--- config.mk ---
export PLATFORM = sky130hd
export DESIGN_NAME = sorted_priority_queue
export DESIGN_NICKNAME = d
export VERILOG_FILES = /design/src/rtl/core/spq_pkg.sv /design/src/rtl/core/spq_ctrl.sv /design/src/rtl/core/spq_datapath.sv /design/src/rtl/core/sorted_priority_queue.sv
export SDC_FILE = /design/constraint.sdc
export NUM_CORES = 2
export LEC_CHECK = 0
export ABC_AREA = 0
export BUFFER_PORTS_ARGS = -buffer_cell sky130_fd_sc_hd__buf_2
export CORE_MARGIN = 2
export CORE_UTILIZATION = 45
export CTS_CLUSTER_DIAMETER = 150
export CTS_CLUSTER_SIZE = 25
export DETAILED_ROUTE_END_ITERATION = 7
export SYNTH_ARGS = -nofsm -noshare
export SYNTH_HDL_FRONTEND = slang
export SYNTH_SLANG_ARGS = --single-unit
--- constraint.sdc ---
create_clock -name clk -period 6.6 [get_ports clk]
set_input_delay 0 -clock clk [delete_from_list [all_inputs] [get_ports clk]]
set_output_delay 0 -clock clk [all_outputs]
set_load 0.05 [all_outputs]
--- src/rtl/core/spq_pkg.sv ---
package spq_pkg;

  localparam logic CMD_INSERT = 1'b0;
  localparam logic CMD_POP    = 1'b1;

  typedef enum logic [1:0] {
    ST_OK    = 2'd0,
    ST_EMPTY = 2'd1,
    ST_FULL  = 2'd2
  } status_e;

  typedef struct packed {
    logic               command;
    logic signed [31:0] value;
  } in_t;

  typedef struct packed {
    logic signed [31:0] popped_value;
    status_e            status;
  } out_t;

  typedef struct packed {
    logic    load;
    logic    do_insert;
    logic    do_pop;
    logic    store_result;
    status_e status;
  } dp_cmd_t;

  typedef struct packed {
    logic is_pop;
    logic empty;
    logic full;
  } dp_stat_t;

endpackage

--- src/rtl/core/spq_ctrl.sv ---
module spq_ctrl (
  input  logic              clk,
  input  logic              rst_n,
  input  logic              start,
  output logic              busy,
  input  spq_pkg::dp_stat_t stat,
  output spq_pkg::dp_cmd_t  cmd
);
  import spq_pkg::*;

  typedef enum logic [1:0] {
    S_IDLE = 2'b01,
    S_EXEC = 2'b10
  } state_t;

  state_t state_r, state_nxt;

  always_ff @(posedge clk) begin
    if (!rst_n) begin
      state_r <= S_IDLE;
    end else begin
      state_r <= state_nxt;
    end
  end

  always_comb begin
    state_nxt        = state_r;
    cmd.load         = 1'b0;
    cmd.do_insert    = 1'b0;
    cmd.do_pop       = 1'b0;
    cmd.store_result = 1'b0;
    cmd.status       = ST_OK;
    unique case (state_r)
      S_IDLE: begin
        cmd.load = start;
        if (start) begin
          state_nxt = S_EXEC;
        end
      end
      S_EXEC: begin
        cmd.store_result = 1'b1;
        if (stat.is_pop) begin
          if (stat.empty) begin
            cmd.status = ST_EMPTY;
          end else begin
            cmd.do_pop = 1'b1;
          end
        end else begin
          if (stat.full) begin
            cmd.status = ST_FULL;
          end else begin
            cmd.do_insert = 1'b1;
          end
        end
        state_nxt = S_IDLE;
      end
      default: begin
        state_nxt = S_IDLE;
      end
    endcase
  end

  assign busy = (state_r != S_IDLE);

endmodule

--- src/rtl/core/spq_datapath.sv ---
module spq_datapath #(
  parameter int DEPTH = 16
) (
  input  logic              clk,
  input  logic              rst_n,
  input  spq_pkg::in_t      in_item,
  input  spq_pkg::dp_cmd_t  cmd,
  output spq_pkg::dp_stat_t stat,
  output logic              out_valid,
  output spq_pkg::out_t     out_result
);
  import spq_pkg::*;

  localparam int OCC_W = $clog2(DEPTH + 1);

  logic signed [31:0] ent_r [DEPTH];
  logic signed [31:0] ins_src [DEPTH];
  logic signed [31:0] pop_src [DEPTH];
  logic [DEPTH-1:0]   gt;
  logic [OCC_W-1:0]   occ_r, occ_nxt;
  in_t                item_r;
  out_t               result_r;
  logic               out_valid_r;

  for (genvar k = 0; k < DEPTH; k++) begin : g_cell
    assign gt[k] = (occ_r <= OCC_W'(k)) || ($signed(ent_r[k]) > $signed(item_r.value));

    if (k == 0) begin : g_head
      assign ins_src[k] = item_r.value;
    end else begin : g_body
      assign ins_src[k] = gt[k-1] ? ent_r[k-1] : item_r.value;
    end

    if (k == DEPTH - 1) begin : g_tail
      assign pop_src[k] = ent_r[k];
    end else begin : g_link
      assign pop_src[k] = ent_r[k+1];
    end

    always_ff @(posedge clk) begin
      if (cmd.do_insert && gt[k]) begin
        ent_r[k] <= ins_src[k];
      end else if (cmd.do_pop) begin
        ent_r[k] <= pop_src[k];
      end
    end
  end

  always_comb begin
    occ_nxt = occ_r;
    priority if (cmd.do_insert) begin
      occ_nxt = occ_r + OCC_W'(1);
    end else if (cmd.do_pop) begin
      occ_nxt = occ_r - OCC_W'(1);
    end
  end

  always_ff @(posedge clk) begin
    if (!rst_n) begin
      occ_r       <= '0;
      out_valid_r <= 1'b0;
    end else begin
      occ_r       <= occ_nxt;
      out_valid_r <= cmd.store_result;
    end
  end

  always_ff @(posedge clk) begin
    if (cmd.load) begin
      item_r <= in_item;
    end
    if (cmd.store_result) begin
      result_r.popped_value <= cmd.do_pop ? ent_r[0] : '0;
      result_r.status       <= cmd.status;
    end
  end

  assign stat.is_pop = (item_r.command == CMD_POP);
  assign stat.empty  = (occ_r == '0);
  assign stat.full   = (occ_r == OCC_W'(DEPTH));

  assign out_valid  = out_valid_r;
  assign out_result = result_r;

endmodule

--- src/rtl/core/sorted_priority_queue.sv ---
// An accepted start moves the controller into its execute state; the store
// strobe issued there is registered into out_valid. Starts are taken only while
// idle. Every cell of the sorted register chain compares and shifts at once.
// Reset: synchronous, active low; clears occupancy, controller and strobe.
// Stored values are undefined until written. The receiver cannot stall:
// each result is shown for exactly one cycle.
module sorted_priority_queue #(
  parameter int DEPTH = 16
) (
  input  logic          clk,
  input  logic          rst_n,
  input  logic          start,
  output logic          busy,
  input  spq_pkg::in_t  in_item,
  output logic          out_valid,
  output spq_pkg::out_t out_result
);
  import spq_pkg::*;

  dp_cmd_t  cmd;
  dp_stat_t stat;

  spq_ctrl u_ctrl (
    .clk   (clk),
    .rst_n (rst_n),
    .start (start),
    .busy  (busy),
    .stat  (stat),
    .cmd   (cmd)
  );

  spq_datapath #(
    .DEPTH (DEPTH)
  ) u_datapath (
    .clk        (clk),
    .rst_n      (rst_n),
    .in_item    (in_item),
    .cmd        (cmd),
    .stat       (stat),
    .out_valid  (out_valid),
    .out_result (out_result)
  );

endmodule

# [Word level (Yosys, flattened, before mapping)]
# Memory sizes are Yosys's and may differ from the RTL's.
# Cells that the tools add are included.
# Widths: inputs -> output; s select.
[word_totals] reg_bits=75 latch_bits=0 mem_bits_rw=512 mem_bits_ro=0 input_bits=36 output_inout_bits=36 word_cells=204 mem_count=1
[memory_table] name="u_datapath.ent_r" depth=16 width=32 rd=16 rd_ports_with_merged_regs=0 write_ports=16 line="spq_datapath.sv:16" source="logic signed [31:0] ent_r [DEPTH];"
[classes] add_sub_neg=2 mul=0 div=0 order_cmp=32 n_eq_ne=4 shifts=0 n_mux=107 n_bitwise=16 n_reduce_logical=35
[op_table] cell="$mux 32" n=31
[op_table] cell="$gt 32x32->1" n=16
[op_table] cell="$mux 1" n=71
[op_table] cell="$le 5x4->1 const B" n=8
[op_table] cell="$le 5x3->1 const B" n=4
[op_table] cell="$logic_and 1x1->1" n=16
[op_table] cell="$logic_or 1x1->1" n=16
[op_table] cell="$or 1x1->1" n=16
[op_table] cell="$mux 5" n=3
[op_table] cell="$le 5x1->1 const B" n=2
[op_table] cell="$le 5x2->1 const B" n=2
[op_table] cell="$add 5x1->5 const B" n=1
[op_table] cell="$eq 5x5->1 const B" n=1
[op_table] cell="$logic_not 5->1" n=1
[op_table] cell="$sub 5x1->5 const B" n=1
[op_table] cell="$mux 2" n=2
[op_table] cell="$eq 2x1->1 const B" n=1
[op_table] cell="$eq 2x2->1 const B" n=1
[op_table] cell="$ne 2x1->1 const B" n=1
[op_table] cell="$reduce_and 2->1" n=1
[op_table] cell="$reduce_bool 2->1" n=1

# [Longest topological paths before layout]
[logic_depth] ltp_word=8 mapped_depth=13 mapped_depth_nobuf=10

# [Cells and area by module]
# A second synthesis with hierarchy kept.
[unflattened] cells_unflattened=3574 area_unflattened_um2=40426.3
[by_module_without_submodules] module="spq_datapath" n_inst=1 cells_per_inst=3563 area_per_inst_um2=40292.4 seq_area_each_um2=17506.8
[by_module_without_submodules] module="spq_ctrl" n_inst=1 cells_per_inst=11 area_per_inst_um2=133.9 seq_area_each_um2=40.0

# [Worst setup path after synthesis]
# Ideal clock, no wire load.
[synth_timing] kind="register to register" from="register u_datapath.item_r (netlist bit u_datapath.ins_src[495])" to="memory u_datapath.ent_r[6][0] (netlist: u_datapath.ent_r[0][192]) (enable)" setup_time_ns=0.466 t_arrival_ns=5.047 t_required_ns=6.134 setup_slack_ns=1.087 stages_incl_launch_ff=12 n_path_buf=2 period_less_slack_ns=5.513 path_cell_list="edfxtp_1 -> clkbuf_1 -> inv_1 -> ha_1 -> nand4_1 -> or4_1 -> a21oi_1 -> o32ai_1 -> mux2i_1 -> a21oi_2 -> buf_2 -> o21ai_0"
[synth_rtl] element="start: declaration" line="spq_datapath.sv:21" source="in_t item_r;"
[synth_rtl] element="start signal: assignment" line="spq_datapath.sv:70" source="item_r <= in_item;"
[synth_rtl] element="end: declaration" line="spq_datapath.sv:16"

==> summary.md <==
| Metric | Value |
|---|---|
| Layout cell share with drive strength beyond 1 | `0.0665` |
| Wire per inst | `23.1 um` |
| TritonCTS clock tree | `yes` |
| CP max FO | `18` |
| Avg Inst Size Synth | `10.6 um2` |
| Clock Power Share | `0.294` |
| Sw frac | `0.257` |
| Logic pwr share | `0.103` |
| First-pass GRT wire length | `175000 um` |
| Sequential area share after synthesis | `0.442` |
| Cts bufs inserted | `27` |
| Pre-CTS WS | `1.61 ns` |
| Die height | `301 um` |
| Synth top cells by count | `588 x nand2_1, 579 x edfxtp_1, 517 x ha_1, 440 x o21ai_0, 414 x mux2i_1` |
| Synth Cell Area | `39700 um2` |
| Sw power | `1.78 mW` |
| Drc violations | `0` |
| Initial antenna violation count | `1` |
| Root Driver | `clkbuf_16` |
| RSZ-0062 raised after global routing | `false` |
| Critical path class | `reg2reg` |
| Worst reg2reg setup slack | `1.59 ns` |
| CP arrival | `5.28 ns` |
| Top-level port count | `72` |
| Top FF cell, synth | `edfxtp_1` |
| DR iter-0 viols | `2834` |
| CTS resizes | `0` |
| Post-synthesis register bit count | `587` |
| Tmin final | `5.01 ns` |
| Final Net Count | `4293` |
| Routed vias | `29500` |
| Longest Clk Path Bufs | `3` |
| Setup ws final | `1.59 ns` |
| Clock sink count | `587` |
| Gr ovfl total | `0` |
| Register-to-Register Path Depth | `11` |
| Filler cells | `8038` |
| Area contributors post-synth | `edfxtp_1 44%, ha_1 16%, mux2i_1 10%` |
| Syn-to-layout area delta | `7.00%` |
| Share of the synthesized area in the top cell type | `0.438` |
| Count leader, synth | `nand2_1` |
| DR vias/cell | `5.99` |
| Slew headroom | `0.184` |
| Fmax | `0.200 GHz` |
| VDD IR max | `0.000196 V` |
| Later-pin clock latency in the skew report | `0.63 ns` |
| LEAKAGE | `16.7 nW` |
| Final setup viols | `0` |
| Number of flops mapped to enable cells by yosys | `579` |
| Die Area | `90500 um2` |
| Clock transition at path regs | `0.11 ns` |
| HP Class | `in2reg` |
| Setup Skew | `0.0329 ns` |
| Post-route clock period utilization | `0.759` |
| Diode count | `0` |
| Worst-Margin Slew | `1.22 ns` |
| Reg power frac | `0.603` |
| Total wire length | `114000 um` |
| Syn Nets | `4283` |
| Core ar. | `87000 um2` |
| Critical Path End Type | `register` |
| Setup_tns | `0 ns` |
| Hold depth | `2` |
| Initial core utilization | `0.456` |
| Port Buffers | `71` |
| Vias in the first global route | `28600` |
| Pwr dens | `163 nW/um2` |
| Largest area contributor in the netlist | `edfxtp_1` |
| Number of maximum-capacitance violations | `0` |
| Outcome | `finished clean` |
| Gpl congestion | `0.907` |
| Max-slew violation count | `0` |
| Largest net degree at the start of global routing | `213` |
| Required time of the critical path | `6.87 ns` |
| Row count | `108` |
| Cells after Synth | `3730` |
| H-tree lvl count | `1` |
| Antenna viol nets, final | `0` |
| Yosys cell types | `70` |
| Crit path launch type | `register` |
| Die W | `301 um` |
| Internal | `5.15 mW` |
| Drt first pass iters | `5` |
| Async SR Flop Fraction | `0` |
| GRT Util Overall | `0.248` |
| DP HPWL | `84100 um` |
| Final-report hold violation count | `0` |
| YS warnings | `0` |
==> path summary, 6_finish.rpt <==
path,from,to
max,u_datapath.ins_src[489],u_datapath.ent_r[1][102]
min,in_item[8],u_datapath.ins_src[488]
max reg2reg,u_datapath.ins_src[489],u_datapath.ent_r[1][102]
min reg2reg,u_datapath.ent_r[1][228],u_datapath.ent_r[1][196]
==> cell type report <==
cell class | instances | area, um2 | area share
inverters | 69 | 259 | 0.00610
multi-input cells | 2873 | 21100 | 0.496
clock inverters | 1 | 16.3 | 0.000383
flip-flops and latches | 587 | 17500 | 0.414
clock buffers | 48 | 754 | 0.0178
repair buffers | 182 | 1360 | 0.0321
well taps | 1155 | 1450 | 0.0341
==> cell usage in the layout, fill, tap and decap left out, types with 60 or more instances in the layout <==
master    count
and3_1       65
nand4_1     113
o21ai_0     434
nor2_1       60
buf_2        71
a21oi_1     204
ha_1        517
nand2_1     586
o21ai_1      60
edfxtp_1    579
buf_4        70
inv_1        69
mux2i_1     414
==> power by group through the flow <==
stage | Combinational [mW] | Clock, mW | Sequential (mW)
after floorplan | 0.460 | 0 | 4.23
after detailed placement | 0.692 | 0 | 4.26
after global routing | 0.801 | 2.18 | 4.18
final | 0.713 | 2.04 | 4.18
after CTS | 0.710 | 2.08 | 4.17
after global placement | 0.676 | 0 | 4.26
==> state kept, by name, indices dropped and copies added (netlist names) <==
name,count
u_datapath.ent_r,512
u_datapath.out_result,34
u_datapath.ins_src,32
u_datapath.occ_r,5
u_ctrl.state_r,2
u_datapath.out_valid,1
u_datapath.stat,1
==> through the flow <==
stage | instances | hold slack, ns | total power [mW] | utilization | area [um2]
4_1_cts | 4915 | 0.0412 | 6.97 | 0.488 | 42400
3_5_place_dp | 4832 | 0.178 | 4.95 | 0.475 | 41300
5_1_grt | 4915 | 0.0723 | 7.17 | 0.488 | 42400
2_1_floorplan | 3730 | 0.0989 | 4.69 | - | 39700
3_3_place_gp | 4832 | 0.178 | 4.93 | 0.475 | 41300
6_report | 4915 | 0.0829 | 6.93 | 0.488 | 42400
==> worst max-delay path, cell delays in order (launching register included) <==
cell and delay (ns):
edfxtp_1 0.85, inv_1 0.61, ha_1 0.50, nand4_1 0.12, nor4_1 0.58, a21bo_2 0.29, a32oi_1 0.17, mux2i_1 0.13
o21ai_4 0.79, nand2_1 0.10, nand2_1 0.12, buf_4 0.38
==> cell families (layout without fill, tap and decap cells) <==
group	after synthesis	in the layout	share of synthesized area
AND/OR/NAND/NOR	990	990	0.114
AO/OA/AOI/OAI	911	911	0.134
flip-flops	587	587	0.442
adder cells (fa/ha/maj)	517	517	0.163
multiplexers	450	450	0.115
buffers and inverters	270	300	0.0306
XOR/XNOR	5	5	0.00129
==> layer usage <==
layer	track usage	vias up	share of wire
li1	-	14200	-
met1	0.355	14300	0.46
met2	0.402	890	0.46
met3	0.0188	153	0.051
met4	0.0762	0	0.032
met5	0	-	0
==> timing repair <==
action	CTS	global route
endpoints found under the hold margin	41	0
setup buffers	0	0
hold buffers	34	0
(Power assumes the default switching activity.)
